===== src/sv/vsde_pkg.sv =====
package vsde_pkg;

    localparam int COORD_WIDTH = 16;
    localparam int SIZE_WIDTH  = 15;
    localparam int MAG_WIDTH   = 16;
    localparam int DIST_WIDTH  = 18;

    // shape_kind codes (code 3 behaves as the ellipsoid)
    localparam logic [1:0] SHAPE_ELLIPSOID = 2'd0;
    localparam logic [1:0] SHAPE_BOX       = 2'd1;
    localparam logic [1:0] SHAPE_ECYL      = 2'd2;

    // result_class codes
    localparam logic [1:0] CLASS_FINITE  = 2'd0;
    localparam logic [1:0] CLASS_POS_INF = 2'd1;
    localparam logic [1:0] CLASS_NEG_INF = 2'd2;

    // register indexes (byte address / 4)
    localparam logic [2:0] REG_SHAPE_KIND  = 3'd0;
    localparam logic [2:0] REG_HALF_SIZE_X = 3'd1;
    localparam logic [2:0] REG_HALF_SIZE_Y = 3'd2;
    localparam logic [2:0] REG_HALF_SIZE_Z = 3'd3;
    localparam logic [2:0] REG_SMOOTHNESS  = 3'd4;

    typedef struct packed {
        logic signed [COORD_WIDTH-1:0] point_x;
        logic signed [COORD_WIDTH-1:0] point_y;
        logic signed [COORD_WIDTH-1:0] point_z;
    } point_t;

    typedef struct packed {
        logic signed [DIST_WIDTH-1:0] distance;
        logic [1:0]                   result_class;
    } result_t;

    typedef struct packed {
        logic [1:0]            shape_kind;
        logic [SIZE_WIDTH-1:0] half_size_x;
        logic [SIZE_WIDTH-1:0] half_size_y;
        logic [SIZE_WIDTH-1:0] half_size_z;
        logic [SIZE_WIDTH-1:0] smoothness;
    } cfg_t;

    // Per-item context that rides along the arithmetic pipeline.
    typedef struct packed {
        logic                         is_box;
        logic                         is_cyl;
        logic                         origin;
        logic                         t_zero;
        logic [1:0]                   cls;
        logic signed [DIST_WIDTH-1:0] box_dist;
        logic signed [DIST_WIDTH-1:0] rz;
        logic [16:0]                  d;
        logic [MAG_WIDTH-1:0]         a_x;
        logic [MAG_WIDTH-1:0]         a_y;
        logic [MAG_WIDTH-1:0]         a_z;
    } side_t;

endpackage


===== src/sv/vsde_regs.sv =====
module vsde_regs
    import vsde_pkg::*;
(
    input  logic        clk,
    input  logic        rst_n,
    input  logic        psel,
    input  logic        penable,
    input  logic        pwrite,
    input  logic [4:0]  paddr,
    input  logic [31:0] pwdata,
    output logic [31:0] prdata,
    output logic        pready,
    output cfg_t        cfg
);

    cfg_t cfg_reg;
    cfg_t cfg_next;
    logic write_en;

    assign pready   = 1'b1;
    assign write_en = psel && penable && pwrite;
    assign cfg      = cfg_reg;

    always_comb
    begin
        cfg_next = cfg_reg;
        if (write_en)
        begin
            unique case (paddr[4:2])
                REG_SHAPE_KIND:  cfg_next.shape_kind  = pwdata[1:0];
                REG_HALF_SIZE_X: cfg_next.half_size_x = pwdata[SIZE_WIDTH-1:0];
                REG_HALF_SIZE_Y: cfg_next.half_size_y = pwdata[SIZE_WIDTH-1:0];
                REG_HALF_SIZE_Z: cfg_next.half_size_z = pwdata[SIZE_WIDTH-1:0];
                REG_SMOOTHNESS:  cfg_next.smoothness  = pwdata[SIZE_WIDTH-1:0];
                default:         cfg_next = cfg_reg;
            endcase
        end
    end

    always_ff @(posedge clk or negedge rst_n)
    begin
        if (!rst_n)
        begin
            cfg_reg.shape_kind  <= SHAPE_ELLIPSOID;
            cfg_reg.half_size_x <= 15'd16;
            cfg_reg.half_size_y <= 15'd16;
            cfg_reg.half_size_z <= 15'd16;
            cfg_reg.smoothness  <= 15'd0;
        end
        else
        begin
            cfg_reg <= cfg_next;
        end
    end

    always_comb
    begin
        unique case (paddr[4:2])
            REG_SHAPE_KIND:  prdata = {30'd0, cfg_reg.shape_kind};
            REG_HALF_SIZE_X: prdata = {17'd0, cfg_reg.half_size_x};
            REG_HALF_SIZE_Y: prdata = {17'd0, cfg_reg.half_size_y};
            REG_HALF_SIZE_Z: prdata = {17'd0, cfg_reg.half_size_z};
            REG_SMOOTHNESS:  prdata = {17'd0, cfg_reg.smoothness};
            default:         prdata = 32'd0;
        endcase
    end

endmodule


===== config.mk =====
export PLATFORM = sky130hd
export DESIGN_NAME = vsde_regs
export DESIGN_NICKNAME = d
export VERILOG_FILES = /design/src/sv/vsde_pkg.sv /design/src/sv/vsde_regs.sv
export SDC_FILE = /design/constraint.sdc
export NUM_CORES = 1
export LEC_CHECK = 0
export BUFFER_PORTS_ARGS = -buffer_cell sky130_fd_sc_hd__buf_2
export CAP_MARGIN = 10
export CORE_ASPECT_RATIO = 1.2
export CORE_MARGIN = 10
export CORE_UTILIZATION = 40
export CTS_CLUSTER_SIZE = 24
export DETAILED_ROUTE_END_ITERATION = 6
export HOLD_SLACK_MARGIN = 0.05
export MAX_ROUTING_LAYER = met4
export PLACE_DENSITY = 0.67
export SYNTH_ARGS = -nofsm -noshare
export SYNTH_HDL_FRONTEND = slang
export SYNTH_SLANG_ARGS = --single-unit
export TNS_END_PERCENT = 5

===== constraint.sdc =====
create_clock -name clk -period 2.14 [get_ports clk]
set_input_delay 0.321 -clock clk [delete_from_list [all_inputs] [get_ports clk]]
set_output_delay 0.321 -clock clk [all_outputs]
set_load 0.01 [all_outputs]

== After elaboration in Yosys (flattened, before gate mapping) ==
Index checks and enable logic that the tools add are counted.
Widths: inputs -> output; s select.
Word-level totals
  memory bits (writable): 0
  memories: 0
  bits in latches: 0
  register bits: 62
  memory bits (read-only): 0
  word-level logic and storage cells: 18
  bits of input ports: 42
  output and inout port bits: 95
Cells by class
  equality and inequality tests: 4
  magnitude comparators: 0
  bitwise gates (word level): 0
  div/mod/pow operators: 0
  multiply operators: 0
  add/sub/neg operators: 0
  reduce and logical (&&, ||, !) cells: 8
  muxes and demuxes: 1
  shifts and indexed selects: 0
Operator list (number)
  $pmux 15 s5: 1
  $reduce_and 2->1: 5
  $eq 3x2->1 const B: 2
  $eq 3x1->1 const B: 1
  $eq 3x3->1 const B: 1
  $logic_not 3->1: 1
  $logic_and 1x1->1: 2

== Depth between registers and ports, before layout ==
  depth in word-level cells: 3
  mapped depth: 5

== Least setup slack after synthesis ==
OpenSTA, ideal clock, no wires.
  kind: input port to output port
  start point: in paddr[3]
  end point: out prdata[10]
  arrival time: 1.269 ns
  buffers on the path: 2
  stages: 5
  data required time: 1.819 ns
  slack: 0.550 ns
  cells stage by stage: buf_4 -> buf_2 -> mux2i_1 -> nor2_1 -> a221o_1
On the way
  word-level cells in the longest chain between the ends: 2
  elaborated cells on any way between the ends: 6
  classes of those cells: 4 x eq/ne; 1 x mux; 1 x reduce/logical
RTL lines
  start: declaration: line vsde_regs.sv:9  | input logic [4:0] paddr,
  $eq 3x3->1 (tied with other cells): line vsde_regs.sv:58  | unique case (paddr[4:2])
  $pmux 15 s5 (*): line vsde_regs.sv:58
  end: declaration: line vsde_regs.sv:11  | output logic [31:0] prdata,
Every way passes the cells marked *; elsewhere a longest branch is shown, timed or not.

== Final worst setup path ==
  start point: in paddr[4]
  end point: out prdata[8]
Same word-level chain as after synthesis.

==> metrics.txt <==
CTS Buf Count 9; post-synthesis cell type count 21; crit start category input pin; Top FF cell, synth dfrtp_1; initial antenna violation count 0; Synth-to-Final Area Change 27.12%; Routed WL 7880 um; most common cell after layout, fill and taps aside buf_2; final period utilization 0.9338; unrepaired setup endpoints after global routing false; worst skew pair latency 0.33 ns; EDFF count, synth 0; root buf cell clkbuf_8; Seq/Total Area, Yosys 0.5234; worst min path class in -> reg; max-cap viol count 0; gr usage total 0.1408; Synth Cell Area 2972 um2; WL per Instance 18.50 um; post-route ant nets 0; Setup Crit Path Kind in -> out; Most common cell on crit path buf_2; Nets 373; FP Rows 34; DR vias 2103; # DRC 0; share of layout cells above drive strength 1 0.6131; Reg clk slew, reported paths 0.07 ns; Avg Vias per Cell 4.937; status finished clean; DIE AREA 11290 um2; crit-path max FO 12; max_slew headroom 0.5461; H-tree levels 3; peak supply drop 0.5058 mV; Pwr Density 918.3 nW/um2; simple-gate share of the synthesized area 0.05895; average cell area after synthesis 13.89 um2; number of fill cells 661; Max Slew Vio Count 0; post-detail-place hpwl 6101 um; initial core utilization 0.4109; critical path's slowest cell and2_1; Static Leak 1.985 nW; Arrival @ worst endpoint 1.68 ns; GRT overflow 0; I/O pin cnt 137; pin count of the biggest net entering global routing 26; crit-path max cell delay 0.60 ns; chip width 98.68 um; Post-Synth Adder-Cell Area 0; clock buffer depth 2; setup_tns 0 ns; # port buffers 99; CTS sink cnt 62; post-CTS setup buffers 0; TritonCTS clock tree built; vias in the first global route 2240; first-pass GRT wire length 12140 um; worst path cell trace buf_2 > nor2_1 > and2_1 > a221o_1 > buf_2; TritonRoute pass-1 iters 4; quantity of gates resized following cts 0; largest family of logic cells by synthesized area multiplexers; final hold vios 0; Largest register FFs 62; crit path buf inv count 2; ANT cells 0; Async SR Flop Fraction 1.000; critical path capture point type output pin; most frequent cells in the layout buf_2, mux2_2, dfrtp_1; GP Congestion 0.7497; fmax 0.5004 GHz; crit path time final 1.998 ns; Cells after Synth 214; Chip Height 114.4 um; core area 7232 um2; mux cell area share after synthesis 0.2935; final setup fails 0; warnings from Yosys 0; Worst Path Required 1.82 ns; # hold bufs at CTS 1; Worst path top cell family by delay simple AND/OR/NAND/NOR gates; Seq cells post-synth 62; Worst Max-Slew Pin Slew 0.6809 ns; xor and xnor area share after synthesis 0; Synth Area in Compound Gates 0.05179; Post-Route Skew 0 ns; Final Hold Slack 0.2564 ns; Iter 0 DRT Violations 106
[report_power, final]
group | switching, mW | internal [mW]
logic | 0.432 | 0.441
clock network | 0.421 | 0.595
registers | 0.168 | 1.41
[synth_stat cells, drive strengths merged (2+ instances only)]
cell | number | area (um2)
mux2 | 65 | 732.0
nor2 | 19 | 88.84
dfrtp | 59 | 1476
buf | 28 | 207.7
dfstp | 3 | 78.83
conb | 2 | 7.510
nand2b | 2 | 12.51
a221o | 14 | 140.1
mux2i | 14 | 140.1
[kinds of logic after synthesis]
family	count (synthesis)
AO/OA/AOI/OAI	16
AND/OR/NAND/NOR	27
other	2
multiplexers	79
buffers and inverters	28
flip-flops	62
[final cells by class]
class                   count  area (um2)  area share
clock inverters             4       45.04     0.01192
flip-flops and latches     62        1555      0.4117
repair buffers            118       640.6      0.1696
multi-input cells         140        1269      0.3359
clock buffers              12       155.1     0.04107
well taps                  90       112.6     0.02981
[worst paths after layout]
kind                                     start                  end  slack [ns]  cells past startpoint
min in group asynchronous                rst_n   cfg[3]$_DFFE_PN0P_        0.50                      2
max reg2reg                cfg[44]$_DFFE_PN0P_  cfg[44]$_DFFE_PN0P_        1.35                      1
min                                  pwdata[6]  cfg[36]$_DFFE_PN0P_        0.26                      2
max in group asynchronous                rst_n   cfg[1]$_DFFE_PN0P_        0.93                      3
min reg2reg                cfg[57]$_DFFE_PN0P_  cfg[57]$_DFFE_PN0P_        0.53                      1
max                                   paddr[4]            prdata[8]        0.14                      5
[per-stage QoR]
step	utilization	setup WS (ns)	total power, mW	cell area [um2]	cells
2_1_floorplan	-	0.5500	2.074	3032	230
3_3_place_gp	0.4933	0.09486	2.469	3567	409
3_5_place_dp	0.4933	0.1069	2.494	3567	409
4_1_cts	0.5223	0.1079	3.524	3777	426
5_1_grt	0.5223	0.05875	3.670	3777	426
6_report	0.5223	0.1417	3.469	3777	426
[layer usage]
| metal | wire [um] | GRT usage | part of all wire | up-vias |
|---|---|---|---|---|
| met4 | 57 | 0.04402 | 0.0072 | 0 |
| met1 | 3520 | 0.1632 | 0.45 | 1039 |
| li1 | - | - | - | 978 |
| met5 | 0 | - | 0 | - |
| met3 | 531 | 0.05556 | 0.067 | 5 |
| met2 | 3770 | 0.2201 | 0.48 | 81 |
Note: power is estimated with default switching activity, not from simulation.
