### config.mk
export PLATFORM = sky130hd
export DESIGN_NAME = vsde_sqrt
export DESIGN_NICKNAME = d
export VERILOG_FILES = /design/src/sv/vsde_pkg.sv /design/src/sv/vsde_sqrt.sv
export SDC_FILE = /design/constraint.sdc
export NUM_CORES = 2
export LEC_CHECK = 0
export ABC_AREA = 1
export BUFFER_PORTS_ARGS = -buffer_cell sky130_fd_sc_hd__buf_2
export CORE_ASPECT_RATIO = 0.5
export CORE_MARGIN = 1
export CORE_UTILIZATION = 55
export CTS_BUF_LIST = sky130_fd_sc_hd__clkbuf_8
export CTS_CLUSTER_SIZE = 10
export DETAILED_ROUTE_END_ITERATION = 10
export HOLD_SLACK_MARGIN = 0.12
export PLACE_DENSITY = 0.8
export REMOVE_ABC_BUFFERS = 1
export SLEW_MARGIN = 20
export SYNTH_ARGS = -nofsm -noshare
export SYNTH_HDL_FRONTEND = slang
export SYNTH_SLANG_ARGS = --single-unit
### constraint.sdc
create_clock -name clk -period 3.2 [get_ports clk]
set_input_delay 0.32 -clock clk [delete_from_list [all_inputs] [get_ports clk]]
set_output_delay 0.32 -clock clk [all_outputs]
set_load 0.01 [all_outputs]
### src/sv/vsde_pkg.sv
package vsde_pkg;

    localparam int COORD_WIDTH = 16;
    localparam int SIZE_WIDTH  = 15;
    localparam int MAG_WIDTH   = 16;
    localparam int DIST_WIDTH  = 18;

    // shape_kind codes (code 3 behaves as the ellipsoid)
    localparam logic [1:0] SHAPE_ELLIPSOID = 2'd0;
    localparam logic [1:0] SHAPE_BOX       = 2'd1;
    localparam logic [1:0] SHAPE_ECYL      = 2'd2;

    // result_class codes
    localparam logic [1:0] CLASS_FINITE  = 2'd0;
    localparam logic [1:0] CLASS_POS_INF = 2'd1;
    localparam logic [1:0] CLASS_NEG_INF = 2'd2;

    // register indexes (byte address / 4)
    localparam logic [2:0] REG_SHAPE_KIND  = 3'd0;
    localparam logic [2:0] REG_HALF_SIZE_X = 3'd1;
    localparam logic [2:0] REG_HALF_SIZE_Y = 3'd2;
    localparam logic [2:0] REG_HALF_SIZE_Z = 3'd3;
    localparam logic [2:0] REG_SMOOTHNESS  = 3'd4;

    typedef struct packed {
        logic signed [COORD_WIDTH-1:0] point_x;
        logic signed [COORD_WIDTH-1:0] point_y;
        logic signed [COORD_WIDTH-1:0] point_z;
    } point_t;

    typedef struct packed {
        logic signed [DIST_WIDTH-1:0] distance;
        logic [1:0]                   result_class;
    } result_t;

    typedef struct packed {
        logic [1:0]            shape_kind;
        logic [SIZE_WIDTH-1:0] half_size_x;
        logic [SIZE_WIDTH-1:0] half_size_y;
        logic [SIZE_WIDTH-1:0] half_size_z;
        logic [SIZE_WIDTH-1:0] smoothness;
    } cfg_t;

    // Per-item context that rides along the arithmetic pipeline.
    typedef struct packed {
        logic                         is_box;
        logic                         is_cyl;
        logic                         origin;
        logic                         t_zero;
        logic [1:0]                   cls;
        logic signed [DIST_WIDTH-1:0] box_dist;
        logic signed [DIST_WIDTH-1:0] rz;
        logic [16:0]                  d;
        logic [MAG_WIDTH-1:0]         a_x;
        logic [MAG_WIDTH-1:0]         a_y;
        logic [MAG_WIDTH-1:0]         a_z;
    } side_t;

endpackage

### src/sv/vsde_sqrt.sv
module vsde_sqrt
    import vsde_pkg::*;
#(
    parameter int IN_WIDTH = 32
)
(
    input  logic                clk,
    input  logic                rst_n,
    input  logic                in_valid,
    input  logic [IN_WIDTH-1:0] radicand,
    input  side_t               in_side,
    output logic                out_valid,
    output logic [IN_WIDTH/2:0] root,
    output side_t               out_side
);

    localparam int STEPS = (IN_WIDTH + 1) / 2;
    localparam int RW    = 2 * STEPS + 1;
    localparam int OW    = IN_WIDTH / 2 + 1;

    logic [RW-1:0]    x_reg  [STEPS];
    logic [RW-1:0]    r_reg  [STEPS];
    side_t            side_reg [STEPS];
    logic [STEPS-1:0] valid_reg;

    logic [RW-1:0] x_cur  [STEPS];
    logic [RW-1:0] r_cur  [STEPS];
    logic [RW-1:0] x_next [STEPS];
    logic [RW-1:0] r_next [STEPS];
    logic [RW-1:0] trial  [STEPS];

    logic          out_valid_reg;
    logic [OW-1:0] root_reg;
    side_t         out_side_reg;

    // One result bit per stage, restoring square root.
    for (genvar k = 0; k < STEPS; k++)
    begin : g_step
        localparam logic [RW-1:0] BIT = RW'(1) << (2 * (STEPS - 1 - k));
        if (k == 0)
        begin : g_first
            assign x_cur[k] = RW'(radicand);
            assign r_cur[k] = '0;
        end
        else
        begin : g_rest
            assign x_cur[k] = x_reg[k-1];
            assign r_cur[k] = r_reg[k-1];
        end
        assign trial[k]  = r_cur[k] + BIT;
        assign x_next[k] = (x_cur[k] >= trial[k]) ? x_cur[k] - trial[k] : x_cur[k];
        assign r_next[k] = (x_cur[k] >= trial[k]) ? (r_cur[k] >> 1) + BIT : r_cur[k] >> 1;
    end

    always_ff @(posedge clk or negedge rst_n)
    begin
        if (!rst_n)
        begin
            valid_reg     <= '0;
            out_valid_reg <= 1'b0;
        end
        else
        begin
            valid_reg     <= {valid_reg[STEPS-2:0], in_valid};
            out_valid_reg <= valid_reg[STEPS-1];
        end
    end

    always_ff @(posedge clk)
    begin
        side_reg[0] <= in_side;
        for (int k = 1; k < STEPS; k++)
        begin
            side_reg[k] <= side_reg[k-1];
        end
        for (int k = 0; k < STEPS; k++)
        begin
            x_reg[k] <= x_next[k];
            r_reg[k] <= r_next[k];
        end
        // round half up: remainder above root
        root_reg     <= OW'(r_reg[STEPS-1] + RW'(x_reg[STEPS-1] > r_reg[STEPS-1]));
        out_side_reg <= side_reg[STEPS-1];
    end

    assign out_valid = out_valid_reg;
    assign root      = root_reg;
    assign out_side  = out_side_reg;

endmodule

# Word-level counts from Yosys, hierarchy flattened
# Memories as Yosys holds them, arrays and structs flattened. A register that Yosys moved wholly into a read port is not among the register bits.
# Index checks and enable logic that the tools add are counted.
[op_classes]
bitwise_logic = 0
reduce_logical = 0
div = 0
shift = 0
order_cmp = 17
n_eq_ne = 0
n_mul = 0
mux = 32
n_addsub = 47
[op_table]
columns = ["operator", "count"]
rows = [
  ["$mux W33", 31],
  ["$ge A33 B33 Y1", 15],
  ["$sub A33 B33 Y33", 15],
  ["$add A32 B1 Y33 const B", 1],
  ["$add A32 B11 Y33 const B", 1],
  ["$add A32 B13 Y33 const B", 1],
  ["$add A32 B15 Y33 const B", 1],
  ["$add A32 B17 Y33 const B", 1],
  ["$add A32 B19 Y33 const B", 1],
  ["$add A32 B21 Y33 const B", 1],
  ["$add A32 B23 Y33 const B", 1],
  ["$add A32 B25 Y33 const B", 1],
  ["$add A32 B27 Y33 const B", 1],
  ["$add A32 B29 Y33 const B", 1],
  ["$add A32 B3 Y33 const B", 1],
  ["$add A32 B5 Y33 const B", 1],
  ["$add A32 B7 Y33 const B", 1],
  ["$add A32 B9 Y33 const B", 1],
  ["$add A33 B1 Y33 const B", 1],
  ["$add A33 B11 Y33 const B", 1],
  ["$add A33 B13 Y33 const B", 1],
  ["$add A33 B15 Y33 const B", 1],
  ["$add A33 B17 Y33 const B", 1],
  ["$add A33 B19 Y33 const B", 1],
  ["14 further kinds", 14],
]
[totals]
n_memories = 3
rom_bits = 0
in_bits = 142
latch_bits = 0
out_inout_bits = 125
ramBits = 2768
reg_bits = 34
[memory_table]
columns = ["memory", "depth", "width", "rd", "rd_ports_with_merged_regs", "wr", "line_no", "rtl"]
rows = [
  ["side_reg", 16, 107, 16, 1, 16, "vsde_sqrt.sv:23", "side_t side_reg [STEPS];"],
  ["r_reg", 16, 33, 16, 0, 16, "vsde_sqrt.sv:22", "logic [RW-1:0] r_reg [STEPS];"],
  ["x_reg", 16, 33, 16, 0, 16, "vsde_sqrt.sv:21", "logic [RW-1:0] x_reg [STEPS];"],
]

# Logic depth before layout (Yosys ltp)
# An unclocked memory read counts as a cell.
[logic_depth]
word_depth = 4
depth_mapped = 19
depth_no_buf = 19

# Worst setup path before layout
# Ideal clock, no wire load.
[synth_path]
path_type = "flip-flop to flip-flop"
from = "memory r_reg[1][243] (netlist bit)"
to = "register root_reg[15] (netlist: root[15])"
n_path_buf = 0
slack_ps = 652
stages_incl_launch_ff = 18
synth_period_minus_slack_ps = 2548
arrival_ps = 2430
cell_sequence = "dfxtp_1 inv_1 ha_1 nand2_1 nor2_1 nand2_1 nor4_1 nor2_1 nor2_1 ha_1 nand3_1 inv_1 nand2_1 nor2_1 nand3_1 nor2_1 nand3_1 xor2_1"
[synth_rtl]
columns = ["element", "line_no", "rtl"]
rows = [
  ["from (decl)", "vsde_sqrt.sv:22", ""],
  ["to (signal assigned)", "vsde_sqrt.sv:82", "root_reg <= OW'(r_reg[STEPS-1] + RW'(x_reg[STEPS-1] > r_reg[STEPS-1]));"],
  ["to (decl)", "vsde_sqrt.sv:33", "logic [OW-1:0] root_reg;"],
]

==> metrics.md <==
| Metric | Value |
|---|---|
| Run status | `completed` |
| Ratio of final minimum period to clock period | `0.889` |
| Cell depth of the worst flop-to-flop path | `17` |
| Total placed cells including tap cells | `8215` |
| Final setup violation count | `0` |
| Clock transition at path regs | `0.07 ns` |
| Clock tree sinks | `2517` |
| Number of flip-flops in the largest register | `1712` |
| Final routed wirelength across all metal layers | `138 mm` |
| Most frequent cells in the layout | `sky130_fd_sc_hd__dfxtp_1 (2500), sky130_fd_sc_hd__nand2_1 (1403), sky130_fd_sc_hd__inv_1 (779)` |
| Number of DRC markers in iteration 0 | `1994` |
| R2R Path Start | `r_reg[1][232]$_DFF_P_` |
| DR DRC count | `0` |
| Num rows | `91` |
| Overall via count from detail_route | `41000` |
| First-pass iteration count of the detailed router | `5` |
| Layout area overhead | `17.0%` |
| Flip-flop cell with the highest count after synthesis | `sky130_fd_sc_hd__dfxtp_1` |
| Number of buffers added on ports | `266` |
| Slew HR | `0.457` |
| Critical path launch point type | `flip-flop` |
| Number of endpoints with negative hold slack in the final report | `0` |
| Number of synthesized flops with an enable pin | `0` |
| Antenna violations before repair | `2` |
| Worst voltage drop across the vdd grid | `0.000503 V` |
| Total number of nets in the final design | `7463` |
| Timing startpoint of the critical path | `r_reg[1][232]$_DFF_P_` |
| Share of synthesized registers carrying an async set or reset | `0.00675` |
| Arr. time, crit path | `3.68 ns` |
| Global-route track usage on met2 | `0.390` |
| Met1 Track Usage GR | `0.247` |
| Number of max-slew violations in the final report | `0` |
| Die height | `252 µm` |
| Setup repair after global routing missed its margin | `no` |
| Portion of the post-synthesis area used by sequential elements | `0.732` |
| Global placement routability congestion | `0.961` |
| Total gr overflow | `0` |
| Share of cells above drive strength 1 | `0.111` |
| Number of buffers created by CTS | `326` |
| Worst-case clock buffer depth | `4` |
| # H-tree levels | `5` |
| Final Instance Count excl. Fillers | `8965` |
| Cell area after synthesis | `69000 µm²` |
| Final critical path time including I/O delays and setup | `2.85 ns` |
| Remaining number of nets flagged by the antenna check after routing | `0` |
| Register-to-register path setup slack | `0.35 ns` |
| Power per cell area | `881 nW/µm²` |
| Most frequent standard cell in the layout excluding fill and tap cells | `sky130_fd_sc_hd__dfxtp_1` |
| Standby leakage power | `38.4 nW` |
| CTS root buf | `sky130_fd_sc_hd__clkbuf_8` |
| Critical Path RT | `4.03 ns` |
| Core box area | `124000 µm²` |
| Synthesized area per cell | `11.0 µm²` |
| Number of vias per cell after detailed routing | `4.58` |
| Effective utilization at floorplan | `0.557` |
| Worst Hold Class | `flip-flop to flip-flop` |
| Clock skew after layout | `0.110 ns` |
| DP HPWL | `89.9 mm` |
| Met3 capacity usage during global routing | `0.0411` |
| Critical path type | `flip-flop to flip-flop` |
| Capture point of the worst reg-to-reg path | `root[15]$_DFF_P_` |
| Worst hold slack across all endpoints | `0.257 ns` |
| Number of maximum-capacitance constraint violations | `0` |
| Number of register bits inferred by synthesis | `2517` |
| Via count of the first global-routing pass | `41900` |
| Fmax | `351 MHz` |
| Global-route usage over all layers | `0.217` |
| Maximum number of pins on one net before global-route repair | `30` |
| Number of library cell types mapped by synthesis | `50` |
| Avg WL per Cell | `15.4 µm` |
| Setup TNS | `0 ns` |
| Depth of the worst hold-timing path | `0` |
| Number of top-level design ports | `267` |
| TritonCTS clock tree | `yes` |
| Max FO, Critical Path | `5` |
| Die Width | `503 µm` |
| Transition time at the pin with the least slew margin | `0.812 ns` |
| Number of standard cells after synthesis | `6298` |
| Global-route wire length before repair | `215 mm` |
| Busiest grt layer | `met2` |
| Endpoint of the most critical setup path | `root[15]$_DFF_P_` |
| Floorplan die area | `127000 µm²` |
| Critical Path Sink Type | `flip-flop` |
| Clock insertion delay at the later pin of the skew report | `1.00 ns` |
| Yosys Warn Count | `0` |
[routing by layer]
layer	share of wire	wire length (µm)
met1	0.42	58100
met2	0.50	68400
met3	0.041	5620
met4	0.041	5650
met5	0	0
[through the flow]
| stage | area [µm²] | setup slack (ns) | power (mW) | utilization |
|---|---|---|---|---|
| after floorplan | 68700 | 0.652 | 46.0 | - |
| after global placement | 72200 | 0.111 | 49.6 | 0.583 |
| after detailed placement | 72200 | 0.133 | 49.7 | 0.583 |
| after CTS | 80700 | 0.113 | 71.3 | 0.651 |
| after global routing | 80700 | 0.0465 | 75.3 | 0.651 |
| final | 80700 | 0.355 | 71.1 | 0.651 |
[final cells by class]
type,count,area [µm²]
timing repair buffer,559,4250
inverter,723,2720
antenna,1,2.50
tap,1674,2090
sequential,2517,50500
multi-input combinational,3024,15500
clock buffer,366,5040
fill,9216,43200
clock inverter,101,634
[synth_stat cells (2+ instances only)]
cell type / count / area (µm²)
sky130_fd_sc_hd__inv_2: 10 / 37.5
sky130_fd_sc_hd__nand2_1: 1403 / 5270
sky130_fd_sc_hd__nor2_1: 452 / 1700
sky130_fd_sc_hd__dfrtp_1: 17 / 425
sky130_fd_sc_hd__nor3_2: 3 / 30.0
sky130_fd_sc_hd__o21bai_1: 13 / 97.6
sky130_fd_sc_hd__nor3_1: 52 / 260
sky130_fd_sc_hd__nand3b_1: 28 / 210
sky130_fd_sc_hd__nor3b_1: 3 / 22.5
sky130_fd_sc_hd__o21ai_2: 11 / 96.3
sky130_fd_sc_hd__o21ai_1: 16 / 80.1
sky130_fd_sc_hd__nand2_4: 6 / 67.6
sky130_fd_sc_hd__a21oi_1: 137 / 686
sky130_fd_sc_hd__buf_2: 2 / 10.0
sky130_fd_sc_hd__a21oi_4: 2 / 32.5
sky130_fd_sc_hd__o211ai_1: 2 / 15.0
sky130_fd_sc_hd__inv_1: 711 / 2670
sky130_fd_sc_hd__a21boi_0: 2 / 15.0
sky130_fd_sc_hd__nand3_1: 247 / 1240
sky130_fd_sc_hd__nor4_1: 36 / 225
sky130_fd_sc_hd__dfxtp_1: 2500 / 50000
sky130_fd_sc_hd__o21ai_0: 67 / 335
sky130_fd_sc_hd__nand4_1: 92 / 576
sky130_fd_sc_hd__buf_4: 11 / 82.6
sky130_fd_sc_hd__inv_4: 2 / 12.5
sky130_fd_sc_hd__xnor2_1: 46 / 403
sky130_fd_sc_hd__xor2_1: 115 / 1010
sky130_fd_sc_hd__buf_6: 21 / 236
sky130_fd_sc_hd__nor2_4: 7 / 78.8
sky130_fd_sc_hd__nor2b_1: 4 / 25.0
sky130_fd_sc_hd__ha_1: 170 / 2130
sky130_fd_sc_hd__nand2_2: 12 / 75.1
sky130_fd_sc_hd__and2_1: 4 / 25.0
sky130_fd_sc_hd__a21o_1: 8 / 60.1
sky130_fd_sc_hd__o31ai_1: 2 / 15.0
sky130_fd_sc_hd__or2_2: 6 / 37.5
sky130_fd_sc_hd__a21oi_2: 45 / 394
sky130_fd_sc_hd__nor2_2: 15 / 93.8
sky130_fd_sc_hd__nand3_2: 7 / 70.1
[what timing repair did]
item / 4_1_cts / 5_1_grt
resized for setup: 0 / 4
hold buffers: 282 / 0
buffers inserted: 0 / 0
setup endpoints to repair: 0 / 2
endpoints found under the hold margin: 159 / 0
[critical path: stages, from the launching register on]
cell and delay, ns:
sky130_fd_sc_hd__dfxtp_1 0.41, sky130_fd_sc_hd__inv_1 0.08, sky130_fd_sc_hd__ha_1 0.30, sky130_fd_sc_hd__nand2_1 0.05, sky130_fd_sc_hd__nor2_1 0.09, sky130_fd_sc_hd__nand2_1 0.10, sky130_fd_sc_hd__nor4_1 0.27, sky130_fd_sc_hd__nor2_1 0.09
sky130_fd_sc_hd__nor2_2 0.13, sky130_fd_sc_hd__ha_1 0.20, sky130_fd_sc_hd__nand3_1 0.16, sky130_fd_sc_hd__inv_1 0.09, sky130_fd_sc_hd__nand2_1 0.09, sky130_fd_sc_hd__nor2_2 0.13, sky130_fd_sc_hd__nand3_1 0.14, sky130_fd_sc_hd__nor2_2 0.16
sky130_fd_sc_hd__nand3_1 0.10, sky130_fd_sc_hd__xor2_1 0.14
[kinds of logic after synthesis]
family,Yosys count,share of synthesized area
DFF,2517,0.732
xor gates and xnor gates,161,0.0204
buffers and inverters,757,0.0442
adders and majority gates,170,0.0308
and+or+nand+nor,2384,0.146
AOI/OAI and AO/OA,309,0.0269
[how the worst min path moves through the flow]
| stage | endpoint | start | slack, ns |
|---|---|---|---|
| 3_3_place_gp | valid_reg[0]$_DFF_PN0_ | rst_n | 0.25 |
| 4_1_cts | x_reg[0][31]$_DFF_P_ | radicand[31] | 0.19 |
| 5_1_grt | side_reg[7][10]$_DFF_P_ | side_reg[6][10]$_DFF_P_ | 0.27 |
| 2_1_floorplan | out_valid$_DFF_PN0_ | rst_n | 0.02 |
| 6_report | side_reg[7][10]$_DFF_P_ | side_reg[6][10]$_DFF_P_ | 0.26 |
| 3_5_place_dp | valid_reg[0]$_DFF_PN0_ | rst_n | 0.27 |
[power breakdown]
group | internal [mW] | switching (mW) | leakage, nW
clock | 10.9 | 10.7 | 3.18
sequential | 34.8 | 2.15 | 21.3
combinational | 4.58 | 7.97 | 13.9
total | 50.3 | 20.9 | 38.4
(Power assumes the default switching activity.)
